## src/design/rpa_pkg.sv

```systemverilog
package rpa_pkg;

    // Width of a register index on the ports and in the ordered lists.
    localparam int REG_W = 4;
    // Width of the exclusion mask on a save request.
    localparam int EXCL_W = 7;
    // Width of the spill stack offset.
    localparam int SPILL_W = 16;

    localparam logic [SPILL_W-1:0] SPILL_STEP = 16'd8;
    localparam logic [SPILL_W-1:0] SPILL_MAX  = 16'd65528;

    // Stream payload widths.
    localparam int S_TDATA_W = 16;
    localparam int S_TUSER_W = 2;
    localparam int M_TDATA_W = 24;
    localparam int M_TUSER_W = 3;
    localparam int M_FIELD_W = REG_W + 1 + SPILL_W;

    typedef enum logic [1:0] {
        FUNC_ALLOC   = 2'd0,
        FUNC_FREE    = 2'd1,
        FUNC_RESTORE = 2'd2,
        FUNC_SAVE    = 2'd3
    } func_t;

    typedef enum logic [2:0] {
        KIND_ALLOCATED    = 3'd0,
        KIND_FREED        = 3'd1,
        KIND_FREE_IGNORED = 3'd2,
        KIND_RESTORED     = 3'd3,
        KIND_NOT_SPILLED  = 3'd4,
        KIND_SAVED        = 3'd5,
        KIND_NONE_SAVED   = 3'd6
    } kind_t;

    // One update of an ordered list: an optional removal at a position,
    // followed by an optional append at the back.
    typedef struct packed {
        logic             remove;
        logic [REG_W-1:0] pos;
        logic             append;
        logic [REG_W-1:0] data;
    } list_op_t;

endpackage

```

## src/design/rpa_list.sv

```systemverilog
module rpa_list #(
    parameter int DEPTH = 12,
    parameter bit RESET_ORDER = 1'b0,
    localparam int IDX_W = $clog2(DEPTH),
    localparam int CNT_W = $clog2(DEPTH + 1)
) (
    input  logic                      clk,
    input  logic                      rst_n,
    input  rpa_pkg::list_op_t         op,
    input  logic [IDX_W-1:0]          rd_addr,
    output logic [rpa_pkg::REG_W-1:0] rd_data,
    output logic [rpa_pkg::REG_W-1:0] front,
    output logic [CNT_W-1:0]          count
);
    import rpa_pkg::*;

    logic [REG_W-1:0] entry_reg  [DEPTH];
    logic [REG_W-1:0] entry_next [DEPTH];
    logic [CNT_W-1:0] count_reg;
    logic [CNT_W-1:0] count_next;
    logic [CNT_W-1:0] app_idx;

    // Removal closes the gap by moving every later entry one place forward;
    // the append then lands just behind the last remaining entry.
    always_comb
    begin
        app_idx    = count_reg - CNT_W'(op.remove);
        count_next = app_idx + CNT_W'(op.append);
        for (int i = 0; i < DEPTH; i++)
        begin
            entry_next[i] = entry_reg[i];
            if (op.remove && (i < DEPTH - 1) && (i >= int'(op.pos)))
            begin
                entry_next[i] = entry_reg[(i < DEPTH - 1) ? i + 1 : i];
            end
            if (op.append && (CNT_W'(i) == app_idx))
            begin
                entry_next[i] = op.data;
            end
        end
    end

    generate
        if (RESET_ORDER)
        begin : g_reset_order
            always_ff @(posedge clk or negedge rst_n)
            begin
                if (!rst_n)
                begin
                    for (int i = 0; i < DEPTH; i++)
                    begin
                        entry_reg[i] <= REG_W'(i);
                    end
                end
                else
                begin
                    entry_reg <= entry_next;
                end
            end
        end
        else
        begin : g_no_reset
            always_ff @(posedge clk)
            begin
                entry_reg <= entry_next;
            end
        end
    endgenerate

    always_ff @(posedge clk or negedge rst_n)
    begin
        if (!rst_n)
        begin
            count_reg <= RESET_ORDER ? CNT_W'(DEPTH) : '0;
        end
        else
        begin
            count_reg <= count_next;
        end
    end

    assign rd_data = entry_reg[rd_addr];
    assign front   = entry_reg[0];
    assign count   = count_reg;

endmodule

```

## src/design/register_pool_allocator_with_spill.sv

```systemverilog
// Register pool allocator with first-in first-out spilling. The block keeps NUM_REGS registers
// split between an ordered free list and an ordered in-use list, and serves one request at a
// time from a stream slave port (func in s_tuser, the other fields in s_tdata). Allocate hands
// out the hinted register when it is free, otherwise the front of the free list; with no free
// register it spills the oldest register in use, advances the spill offset by 8 (saturating at
// 65528), marks the register spilled and hands it out again. Free moves a register in use to
// the back of the free list, restore clears a spilled mark, and save reports every caller-saved
// register that is in use and not excluded, one result each, the final one flagged by m_tlast.
// Every request produces at least one result. A single comparator walks the lists one position
// per cycle. A restore, a refused free or a save with nothing to save goes from acceptance
// straight to the emit state, an allocate without a usable hint or a spill passes through
// the remove state first, and an allocate with a free hint or a successful free searches its
// list in the scan state before that, over at most NUM_REGS - 1 positions before the match;
// a save examines the caller-saved registers in turn, emitting each result. The next request
// is taken once the last result sits in the output register, so a stalled result holds back
// only the result behind it, and the request that owns that result waits in the block
// meanwhile. No clearing pass follows reset.
module register_pool_allocator_with_spill #(
    parameter int NUM_REGS  = 12,
    parameter int SAVE_REGS = 7
) (
    input  logic                          clk,
    input  logic                          rst_n,
    // Request channel.
    input  logic                          s_tvalid,
    output logic                          s_tready,
    // hint_valid [0], hint_reg [4:1], target_reg [8:5], exclude_mask [15:9]
    input  logic [rpa_pkg::S_TDATA_W-1:0] s_tdata,
    // func [1:0]
    input  logic [rpa_pkg::S_TUSER_W-1:0] s_tuser,
    // Result channel.
    output logic                          m_tvalid,
    input  logic                          m_tready,
    // reg_index [3:0], did_spill [4], spill_offset [20:5], zero [23:21]
    output logic [rpa_pkg::M_TDATA_W-1:0] m_tdata,
    // kind [2:0]
    output logic [rpa_pkg::M_TUSER_W-1:0] m_tuser,
    output logic                          m_tlast
);
    import rpa_pkg::*;

    localparam int IDX_W  = $clog2(NUM_REGS);
    localparam int CNT_W  = $clog2(NUM_REGS + 1);
    localparam int SAVE_N = (SAVE_REGS < NUM_REGS) ? SAVE_REGS : NUM_REGS;

    // Sequencer states, one-hot.
    typedef enum logic [4:0] {
        ST_IDLE   = 5'b00001,
        ST_SCAN   = 5'b00010,
        ST_REMOVE = 5'b00100,
        ST_SAVE   = 5'b01000,
        ST_EMIT   = 5'b10000
    } state_t;

    // Request fields as they arrive.
    func_t             in_func;
    logic              in_hint_valid;
    logic [REG_W-1:0]  in_hint;
    logic [REG_W-1:0]  in_tgt;
    logic [EXCL_W-1:0] in_excl;

    // Sequencer and pool state.
    state_t              state_reg, state_next;
    func_t               func_reg, func_next;
    logic [REG_W-1:0]    key_reg, key_next;
    logic [IDX_W-1:0]    pos_reg, pos_next;
    logic [IDX_W-1:0]    scan_reg, scan_next;
    logic                spill_reg, spill_next;
    logic [NUM_REGS-1:0] busy_mask_reg, busy_mask_next;
    logic [NUM_REGS-1:0] spilled_reg, spilled_next;
    logic [SPILL_W-1:0]  stack_reg, stack_next;
    logic [NUM_REGS-1:0] save_mask_reg, save_mask_next;

    // Result being assembled, then the output register.
    kind_t              res_kind_reg, res_kind_next;
    logic [REG_W-1:0]   res_index_reg, res_index_next;
    logic               res_spill_reg, res_spill_next;
    logic [SPILL_W-1:0] res_off_reg, res_off_next;
    logic               res_last_reg, res_last_next;

    logic               m_valid_reg, m_valid_next;
    kind_t              m_kind_reg, m_kind_next;
    logic [REG_W-1:0]   m_index_reg, m_index_next;
    logic               m_spill_reg, m_spill_next;
    logic [SPILL_W-1:0] m_off_reg, m_off_next;
    logic               m_last_reg, m_last_next;

    // List ports.
    list_op_t         free_op, busy_op;
    logic [REG_W-1:0] free_rd, busy_rd;
    logic [REG_W-1:0] free_front, busy_front;
    logic [CNT_W-1:0] free_count, busy_count;

    // Helpers.
    logic                hint_free;
    logic                tgt_busy;
    logic                tgt_spilled;
    logic [NUM_REGS-1:0] save_cand;
    logic [NUM_REGS-1:0] save_left;
    logic [REG_W-1:0]    scan_data;
    logic [CNT_W-1:0]    scan_count;
    logic                scan_match;
    logic                scan_last;
    logic [SPILL_W-1:0]  stack_inc;
    logic                out_free;

    assign in_func       = func_t'(s_tuser);
    assign in_hint_valid = s_tdata[0];
    assign in_hint       = s_tdata[4:1];
    assign in_tgt        = s_tdata[8:5];
    assign in_excl       = s_tdata[15:9];

    rpa_list #(
        .DEPTH       (NUM_REGS),
        .RESET_ORDER (1'b1)
    ) u_free_list (
        .clk     (clk),
        .rst_n   (rst_n),
        .op      (free_op),
        .rd_addr (scan_reg),
        .rd_data (free_rd),
        .front   (free_front),
        .count   (free_count)
    );

    rpa_list #(
        .DEPTH       (NUM_REGS),
        .RESET_ORDER (1'b0)
    ) u_busy_list (
        .clk     (clk),
        .rst_n   (rst_n),
        .op      (busy_op),
        .rd_addr (scan_reg),
        .rd_data (busy_rd),
        .front   (busy_front),
        .count   (busy_count)
    );

    // A register belongs to exactly one list, so the in-use mask answers
    // membership questions at once; only positions need the list walk.
    always_comb
    begin
        hint_free = in_hint_valid && ({1'b0, in_hint} < (REG_W + 1)'(NUM_REGS))
                    && !busy_mask_reg[in_hint[IDX_W-1:0]];
        tgt_busy = ({1'b0, in_tgt} < (REG_W + 1)'(NUM_REGS))
                   && busy_mask_reg[in_tgt[IDX_W-1:0]];
        tgt_spilled = ({1'b0, in_tgt} < (REG_W + 1)'(NUM_REGS))
                      && spilled_reg[in_tgt[IDX_W-1:0]];
        // Caller-saved registers beyond the exclusion mask cannot be excluded.
        for (int i = 0; i < NUM_REGS; i++)
        begin
            save_cand[i] = (i < SAVE_N) && busy_mask_reg[i]
                           && !((i < EXCL_W) && in_excl[(i < EXCL_W) ? i : 0]);
        end
    end

    // The shared comparator: the allocate search runs over the free list,
    // the free search over the in-use list.
    assign scan_data  = (func_reg == FUNC_ALLOC) ? free_rd : busy_rd;
    assign scan_count = (func_reg == FUNC_ALLOC) ? free_count : busy_count;
    assign scan_match = (scan_data == key_reg);
    assign scan_last  = ((CNT_W'(scan_reg) + CNT_W'(1)) >= scan_count);
    assign save_left  = save_mask_reg & ~(NUM_REGS'(1) << scan_reg);
    assign stack_inc  = (stack_reg < SPILL_MAX) ? (stack_reg + SPILL_STEP) : SPILL_MAX;
    assign out_free   = !m_valid_reg || m_tready;
    assign s_tready   = (state_reg == ST_IDLE);

    always_comb
    begin
        state_next     = state_reg;
        func_next      = func_reg;
        key_next       = key_reg;
        pos_next       = pos_reg;
        scan_next      = scan_reg;
        spill_next     = spill_reg;
        busy_mask_next = busy_mask_reg;
        spilled_next   = spilled_reg;
        stack_next     = stack_reg;
        save_mask_next = save_mask_reg;
        res_kind_next  = res_kind_reg;
        res_index_next = res_index_reg;
        res_spill_next = res_spill_reg;
        res_off_next   = res_off_reg;
        res_last_next  = res_last_reg;
        m_valid_next   = m_valid_reg && !m_tready;
        m_kind_next    = m_kind_reg;
        m_index_next   = m_index_reg;
        m_spill_next   = m_spill_reg;
        m_off_next     = m_off_reg;
        m_last_next    = m_last_reg;
        free_op        = '0;
        busy_op        = '0;

        unique case (state_reg)
            ST_IDLE:
            begin
                if (s_tvalid)
                begin
                    func_next      = in_func;
                    scan_next      = '0;
                    pos_next       = '0;
                    spill_next     = 1'b0;
                    res_spill_next = 1'b0;
                    res_off_next   = '0;
                    res_last_next  = 1'b1;
                    unique case (in_func)
                        FUNC_ALLOC:
                        begin
                            res_kind_next = KIND_ALLOCATED;
                            if (hint_free)
                            begin
                                key_next   = in_hint;
                                state_next = ST_SCAN;
                            end
                            else if (free_count != '0)
                            begin
                                key_next   = free_front;
                                state_next = ST_REMOVE;
                            end
                            else if (busy_count != '0)
                            begin
                                // Pool exhausted: the oldest register in use is spilled.
                                key_next   = busy_front;
                                spill_next = 1'b1;
                                state_next = ST_REMOVE;
                            end
                            else
                            begin
                                res_index_next = '0;
                                state_next     = ST_EMIT;
                            end
                        end
                        FUNC_FREE:
                        begin
                            key_next       = in_tgt;
                            res_index_next = in_tgt;
                            if (tgt_busy)
                            begin
                                res_kind_next = KIND_FREED;
                                state_next    = ST_SCAN;
                            end
                            else
                            begin
                                res_kind_next = KIND_FREE_IGNORED;
                                state_next    = ST_EMIT;
                            end
                        end
                        FUNC_RESTORE:
                        begin
                            res_index_next = in_tgt;
                            if (tgt_spilled)
                            begin
                                spilled_next[in_tgt[IDX_W-1:0]] = 1'b0;
                                res_kind_next = KIND_RESTORED;
                            end
                            else
                            begin
                                res_kind_next = KIND_NOT_SPILLED;
                            end
                            state_next = ST_EMIT;
                        end
                        FUNC_SAVE:
                        begin
                            save_mask_next = save_cand;
                            if (save_cand != '0)
                            begin
                                state_next = ST_SAVE;
                            end
                            else
                            begin
                                res_kind_next  = KIND_NONE_SAVED;
                                res_index_next = '0;
                                state_next     = ST_EMIT;
                            end
                        end
                        default:
                        begin
                            state_next = ST_IDLE;
                        end
                    endcase
                end
            end

            ST_SCAN:
            begin
                if (scan_match || scan_last)
                begin
                    pos_next   = scan_reg;
                    state_next = ST_REMOVE;
                end
                else
                begin
                    scan_next = scan_reg + IDX_W'(1);
                end
            end

            ST_REMOVE:
            begin
                res_index_next = key_reg;
                if (func_reg == FUNC_ALLOC)
                begin
                    busy_op.append = 1'b1;
                    busy_op.data   = key_reg;
                    if (spill_reg)
                    begin
                        // The victim moves from the front to the back of the in-use list.
                        busy_op.remove = 1'b1;
                        busy_op.pos    = '0;
                        stack_next     = stack_inc;
                        spilled_next[key_reg[IDX_W-1:0]] = 1'b1;
                        res_spill_next = 1'b1;
                        res_off_next   = stack_inc;
                    end
                    else
                    begin
                        free_op.remove = 1'b1;
                        free_op.pos    = REG_W'(pos_reg);
                        busy_mask_next[key_reg[IDX_W-1:0]] = 1'b1;
                    end
                end
                else
                begin
                    busy_op.remove = 1'b1;
                    busy_op.pos    = REG_W'(pos_reg);
                    free_op.append = 1'b1;
                    free_op.data   = key_reg;
                    busy_mask_next[key_reg[IDX_W-1:0]] = 1'b0;
                end
                state_next = ST_EMIT;
            end

            ST_SAVE:
            begin
                scan_next = scan_reg + IDX_W'(1);
                if (save_mask_reg[scan_reg])
                begin
                    res_kind_next  = KIND_SAVED;
                    res_index_next = REG_W'(scan_reg);
                    res_last_next  = (save_left == '0);
                    save_mask_next = save_left;
                    state_next     = ST_EMIT;
                end
            end

            ST_EMIT:
            begin
                if (out_free)
                begin
                    m_valid_next = 1'b1;
                    m_kind_next  = res_kind_reg;
                    m_index_next = res_index_reg;
                    m_spill_next = res_spill_reg;
                    m_off_next   = res_off_reg;
                    m_last_next  = res_last_reg;
                    state_next   = res_last_reg ? ST_IDLE : ST_SAVE;
                end
            end

            default:
            begin
                state_next = ST_IDLE;
            end
        endcase
    end

    always_ff @(posedge clk or negedge rst_n)
    begin
        if (!rst_n)
        begin
            state_reg     <= ST_IDLE;
            m_valid_reg   <= 1'b0;
            busy_mask_reg <= '0;
            spilled_reg   <= '0;
            stack_reg     <= '0;
        end
        else
        begin
            state_reg     <= state_next;
            m_valid_reg   <= m_valid_next;
            busy_mask_reg <= busy_mask_next;
            spilled_reg   <= spilled_next;
            stack_reg     <= stack_next;
        end
    end

    always_ff @(posedge clk)
    begin
        func_reg      <= func_next;
        key_reg       <= key_next;
        pos_reg       <= pos_next;
        scan_reg      <= scan_next;
        spill_reg     <= spill_next;
        save_mask_reg <= save_mask_next;
        res_kind_reg  <= res_kind_next;
        res_index_reg <= res_index_next;
        res_spill_reg <= res_spill_next;
        res_off_reg   <= res_off_next;
        res_last_reg  <= res_last_next;
        m_kind_reg    <= m_kind_next;
        m_index_reg   <= m_index_next;
        m_spill_reg   <= m_spill_next;
        m_off_reg     <= m_off_next;
        m_last_reg    <= m_last_next;
    end

    assign m_tvalid = m_valid_reg;
    assign m_tdata  = {{(M_TDATA_W - M_FIELD_W){1'b0}}, m_off_reg, m_spill_reg, m_index_reg};
    assign m_tuser  = m_kind_reg;
    assign m_tlast  = m_last_reg;

`ifndef NO_ASSERTIONS
    // Every register sits on exactly one of the two lists.
    a_count_sum: assert property (@(posedge clk) disable iff (!rst_n)
        ((CNT_W + 1)'(free_count) + (CNT_W + 1)'(busy_count)) == (CNT_W + 1)'(NUM_REGS))
        else $error("free and in-use counts do not cover the pool");

    // The in-use mask tracks the in-use list.
    a_mask_count: assert property (@(posedge clk) disable iff (!rst_n)
        $countones(busy_mask_reg) == int'(busy_count))
        else $error("in-use mask disagrees with the in-use count");

    // A spill happens only with the free list empty.
    a_spill_empty: assert property (@(posedge clk) disable iff (!rst_n)
        (state_reg == ST_REMOVE && func_reg == FUNC_ALLOC && spill_reg) |-> (free_count == '0))
        else $error("spill while a register is free");

    // The search never walks past the end of the list it searches.
    a_scan_bound: assert property (@(posedge clk) disable iff (!rst_n)
        (state_reg == ST_SCAN) |-> (CNT_W'(scan_reg) < scan_count))
        else $error("list search beyond its count");

    // The spill offset only ever moves in whole steps.
    a_stack_step: assert property (@(posedge clk) disable iff (!rst_n)
        (stack_reg & (SPILL_STEP - SPILL_W'(1))) == '0)
        else $error("spill offset not a whole number of steps");
`endif

endmodule
```

## config.mk

```make
export PLATFORM = sky130hd
export DESIGN_NAME = register_pool_allocator_with_spill
export DESIGN_NICKNAME = d
export VERILOG_FILES = /design/src/design/rpa_pkg.sv /design/src/design/rpa_list.sv /design/src/design/register_pool_allocator_with_spill.sv
export SDC_FILE = /design/constraint.sdc
export NUM_CORES = 1
export LEC_CHECK = 0
export ABC_AREA = 1
export BUFFER_PORTS_ARGS = -buffer_cell sky130_fd_sc_hd__buf_2
export CELL_PAD_IN_SITES_DETAIL_PLACEMENT = 0
export CELL_PAD_IN_SITES_GLOBAL_PLACEMENT = 1
export CORE_ASPECT_RATIO = 1.5
export CORE_MARGIN = 4
export CORE_UTILIZATION = 45
export DETAILED_ROUTE_END_ITERATION = 16
export MAX_ROUTING_LAYER = met4
export PLACE_DENSITY_LB_ADDON = 0.05
export REMOVE_ABC_BUFFERS = 1
export SLEW_MARGIN = 20
export SYNTH_ARGS = -nofsm -noshare
export SYNTH_HDL_FRONTEND = slang
export SYNTH_SLANG_ARGS = --single-unit
export TNS_END_PERCENT = 1
```

## constraint.sdc

```tcl
create_clock -name clk -period 4.8 [get_ports clk]
set_clock_uncertainty 0.15 [all_clocks]
set_input_delay 0.96 -clock clk [delete_from_list [all_inputs] [get_ports clk]]
set_output_delay 0.96 -clock clk [all_outputs]
set_load 0.02 [all_outputs]
```

== Word-level counts from Yosys, hierarchy flattened ==
Index checks and enable logic that the tools add are counted.
Cells by class
  $add $sub $neg: 6
  order comparisons: 33
  equal/unequal tests: 47
  shift operators: 1
  multiplexer cells: 135
  bitwise gates (word level): 10
  reductions and logical operators: 124
Operators by type and width (count)
  2-to-1 mux 4 bit: 63
  2-to-1 mux 12 bit: 10
  2-to-1 mux 5 bit: 15
  2-to-1 mux 16 bit: 4
  logical AND 1 bit: 60
  nonzero test 2 bit: 26
  case mux 12 bit (2 select lines): 2
  bitwise AND 12 bit: 3
  NOT 12 bit: 3
  case mux 4 bit (3 select lines): 3
  binary-select mux 4 bit (select 4 bit): 2
  equality test 3 x 4 -> 1 bit (first input constant): 8
  equality test 4 bit (first input constant): 8
  greater-or-equal comparator 3 x 4 -> 1 bit (first input constant): 8
  case mux 16 bit (2 select lines): 1
  case mux 5 bit (5 select lines): 1
  greater-or-equal comparator 4 bit (first input constant): 6
  OR 12 bit: 2
  less-than comparator 4 x 5 -> 1 bit (second input constant): 4
  2-to-1 mux 10 bit: 2
  case mux 5 bit (4 select lines): 1
  AND reduction 4 bit: 5
  adder 16 x 4 -> 16 bit (second input constant): 1
  binary-select mux 1 bit (select 4 bit): 4
  49 further kinds: 114
Word-level totals
  bits in registers: 227
  bits of input ports: 22
  logic and storage cells: 403

== Longest topological paths before layout ==
  depth after elaboration: 10
  depth in mapped cells: 20
  depth with buffers taken out: 19

== Cells and area by module ==
A second synthesis with hierarchy kept.
Unflattened totals
  cell total of the unflattened synthesis: 1770
  area total of the unflattened synthesis: 13623.1 um^2
Modules (own cells, without submodules)
  register_pool_allocator_with_spill: instances 1, cells an instance 815, area each 6871.6 um^2, sequential area each 3464.6 um^2
  rpa_list (u_free_list): instances 1, cells an instance 538, area each 3517.1 um^2, sequential area each 1328.8 um^2
  rpa_list (u_busy_list): instances 1, cells an instance 417, area each 3234.4 um^2, sequential area each 1541.5 um^2

== Worst setup path before layout ==
Ideal clock, no wire load.
  path kind: flip-flop to flip-flop
  from: reg state_reg[0]
  to: reg spilled_reg[10]
  arrival time: 2.669 ns
  path slack: 1.851 ns
  cell stages (with the launch flop): 9
  path buffers: 1
  period minus slack after synthesis: 2.949 ns
  cells stage by stage: dfstp_2 > inv_2 > nor4_4 > inv_2 > a211oi_2 > o21ai_2 > buf_6 > o31ai_1 > o21ai_1
Between the ends
  longest elaborated chain between the ends: 3
  elaborated cells on any way between the ends: 10
  those cells by class: 7 x eq/ne; 1 x mux; 2 x reduce/logical
RTL lines
  from (decl): line register_pool_allocator_with_spill.sv:63  | state_t state_reg, state_next;
  from (signal assigned): line register_pool_allocator_with_spill.sv:378  | state_reg <= state_next;
  equality test 5 x 1 -> 1 bit *
  via s_tready: line register_pool_allocator_with_spill.sv:26  | output logic s_tready,
  != test 2 x 1 -> 1 bit (no source line), or another cell as far along
  AND reduction 6 bit (no source line)
  to (signal assigned): line register_pool_allocator_with_spill.sv:381  | spilled_reg <= spilled_next;
  to (decl): line register_pool_allocator_with_spill.sv:70  | logic [NUM_REGS-1:0] spilled_reg, spilled_next;
The timed path passes the listed nets; every way through them passes the cells marked *.
A chain may end at the register's enable or synchronous reset.

== Worst setup path after layout ==
  from: reg func_reg[1]
  to: reg u_busy_list.entry_reg[9] (netlist bit), enable pin
Between the ends
  longest elaborated chain between the ends: 7
  elaborated cells on any way between the ends: 10
  those cells by class: 1 x add/sub; 1 x order compare; 1 x eq/ne; 3 x mux; 4 x reduce/logical
RTL lines
  from (decl): line register_pool_allocator_with_spill.sv:64  | func_t func_reg, func_next;
  from (signal assigned): line register_pool_allocator_with_spill.sv:388  | func_reg <= func_next;
  logical NOT 2 bit *: line register_pool_allocator_with_spill.sv:300  | if (func_reg == FUNC_ALLOC)
  2-to-1 mux 5 bit: line register_pool_allocator_with_spill.sv:300
  2-to-1 mux 10 bit *: line register_pool_allocator_with_spill.sv:194  | unique case (state_reg)
  subtractor 4 x 1 -> 4 bit: line rpa_list.sv:27  | app_idx = count_reg - CNT_W'(op.remove);
  equality test 4 bit: line rpa_list.sv:36  | if (op.append && (CNT_W'(i) == app_idx))
  logical AND 1 bit: line rpa_list.sv:36
  nonzero test 2 bit (no source line) *
  to (signal assigned): line rpa_list.sv:65  | entry_reg <= entry_next;
  to (decl): line rpa_list.sv:17  | logic [REG_W-1:0] entry_reg [DEPTH];
Mark *: on every way between the ends. The rest lies on a longest branch, timed or not.

==> results.json <==
{
  "yosys_warnings": 0,
  "ctsHoldBuffers": 0,
  "tns_ns": 0,
  "antenna_left": 0,
  "min-delay-start": "res_off_reg[5]",
  "leakagePower_nw": 5.78,
  "cap_violations": 0,
  "grt_first_pass_wirelength_mm": 55.8,
  "port_buffers": 48,
  "synth_top_cell_area_share_pct": 30.3,
  "post_cts_buffers": 0,
  "routabilityCongestion": 0.865,
  "die_width_um": 143,
  "cts_buffer_depth": 3,
  "synthArstFlopShare_pct": 44.9,
  "holdPathEnd": "m_off_reg[5]",
  "crit_chain": "nor2_4 -> inv_2 -> nor2_4 -> nor2_1 -> ha_1 -> ha_1 -> inv_1 -> nor3_1 -> nand2_1 -> o311ai_0",
  "powerDensity_nw_per_um2": 506,
  "synth_edf_count": 125,
  "crit_path_top_delay_cell": "nor3_1",
  "rr_worst_depth": 10,
  "critPathMaxStageDelay_ns": 0.55,
  "cts_tree": "built",
  "fp.dieH_um": 211,
  "path_buf_inv": 2,
  "fill_cells": 2725,
  "cts_sinks": 227,
  "synth_area_leaders": "edfxtp_1, dfrtp_1, nand2_1",
  "netlist_area_um2": 12400,
  "synth_seq_cells": 227,
  "htree_levels": 1,
  "grt_antenna_before_repair": 0,
  "dr.pass1.iters": 5,
  "grt_max_degree": 78,
  "setup_viol": 0,
  "drt-wirelength-per-cell_um": 18.9,
  "ys_seq_area_share_pct": 51.1,
  "overflow": 0,
  "dr_total_vias": 10210,
  "critPathArrivalTime_ns": 3.70,
  "path_max_fanout": 18,
  "die-area_um2": 30300,
  "start_kind": "flop",
  "ys.flop_type": "edfxtp_1",
  "hold-path-cell-count": 0,
  "drv_slew": 0,
  "rsz0062_at_grt": "no",
  "layout-drive-gt1-share_pct": 10.2,
  "final_cell_mix": "nand2_1, inv_1, o21ai_0",
  "syn_avg_cell_area_um2": 8.39,
  "grt_pass1_vias": 10210,
  "vdd_drop_max_uv": 393,
  "finalHoldViolCount": 0,
  "cts_resized": 0,
  "cts_root_buffer": "clkbuf_16",
  "critical_path_cell_count": 10,
  "outcome": "completed",
  "period_minus_slack_ns": 3.68,
  "drc": 0,
  "io_pins": 52,
  "rows": 74,
  "clkSlewWorstSetupHoldPaths_ns": 0.06,
  "synth.distinct_cells": 52,
  "dp_cells": 1834,
  "rrSetupSlack_ns": 1.12,
  "crit_path_end_kind": "flop",
  "vias_per_cell": 5.44,
  "syn_inst": 1476,
  "path_class": "flop to flop",
  "diodes": 0,
  "stdcell_count": 1878,
  "final_common_cell": "nand2_1",
  "drtIter0Drc": 683,
  "clock_latency_ns": 0.55,
  "layout.nets": 1563,
  "crit_family": "simple AND/OR/NAND/NOR gates",
  "tightestPinTransition_ns": 1.08,
  "synth_top_cell_by_area": "edfxtp_1",
  "min_path_type": "flop to flop",
  "max_slew_margin_pct": 27.4,
  "start_util_pct": 45.5,
  "cts_buffers": 24,
  "dp_hpwl_mm": 26.2,
  "period_share_pct": 76.8,
  "reg2reg_from": "func_reg[1]",
  "wirelength_mm": 35.4,
  "r2r_end": "u_busy_list.entry_reg[9]",
  "track_usage_pct": 24.4,
  "core_um2": 27200,
  "cp.required_ns": 4.82,
  "area_growth_pct": 10.6,
  "max_freq_mhz": 271
}
==> final cells by class <==
cell class | instances | area, µm² | area share [%]
repair buffers | 58 | 318 | 2.32
clock inverters | 8 | 101 | 0.739
clock buffers | 36 | 691 | 5.04
well taps | 342 | 428 | 3.12
multi-input cells | 974 | 4960 | 36.2
flip-flops and latches | 227 | 6330 | 46.2
inverters | 233 | 877 | 6.40
==> where the power goes <==
| part | leakage [nW] | switching, mW | internal (mW) |
|---|---|---|---|
| Sequential | 2.46 | 0.234 | 2.57 |
| Clock | 0.391 | 0.792 | 1.10 |
| Combinational | 2.93 | 1.60 | 0.625 |
==> how the worst max path moves through the flow <==
stage	to	from	slack [ns]
after floorplan	scan_reg[0]	scan_reg[0]	0.40
after global placement	u_busy_list.entry_reg[10]	func_reg[1]	1.14
after detailed placement	u_busy_list.entry_reg[9]	func_reg[1]	1.11
after CTS	u_busy_list.entry_reg[9]	func_reg[1]	1.07
after global routing	u_busy_list.entry_reg[9]	func_reg[1]	0.85
final	u_busy_list.entry_reg[9]	func_reg[1]	1.12
==> synthesized netlist by cell type (all sizes together) (4+ instances only) <==
cell    number
edfxtp     125
o22ai       15
o221ai      30
buf         24
nand4        6
ha          23
o31ai        5
nand2      312
nand3       94
nor3        27
dfstp       23
xnor2        4
nor2       174
clkinv       4
xor2         6
o21ai      188
a31oi        6
nor4         7
clkbuf      20
o211ai      24
inv        229
a21oi       31
dfrtp       79
==> layer usage <==
| layer | share of wire [%] | GRT usage [%] | vias to the layer above |
|---|---|---|---|
| li1 | - | - | 5030 |
| met1 | 41 | 29.4 | 4887 |
| met2 | 51 | 42.5 | 231 |
| met3 | 4.1 | 2.81 | 62 |
| met4 | 2.9 | 7.80 | 0 |
| met5 | 0 | - | - |
==> stage by stage <==
stage / hold WS (ns) / power, mW / util, % / instance area [µm²] / setup WS [ns]
floorplan: 0.250 / 4.29 / - / 12200 / 0.404
global placement: 0.251 / 5.06 / 47.4 / 12900 / 1.14
detailed placement: 0.255 / 5.07 / 47.4 / 12900 / 1.11
CTS: 0.269 / 6.99 / 50.4 / 13700 / 1.07
global route: 0.273 / 7.37 / 50.4 / 13700 / 0.853
finish: 0.267 / 6.93 / 50.4 / 13700 / 1.12
==> logic make-up after synthesis <==
family / share of synthesized area, %
and+or+nand+nor: 21.8
AOI/OAI and AO/OA: 14.9
buffers and inverters: 8.94
DFF: 51.1
adders and majority gates: 2.32
xor gates and xnor gates: 0.707
muxes: 0.162
other: 0.0303
No activity file was read; power rests on OpenSTA's default activity.
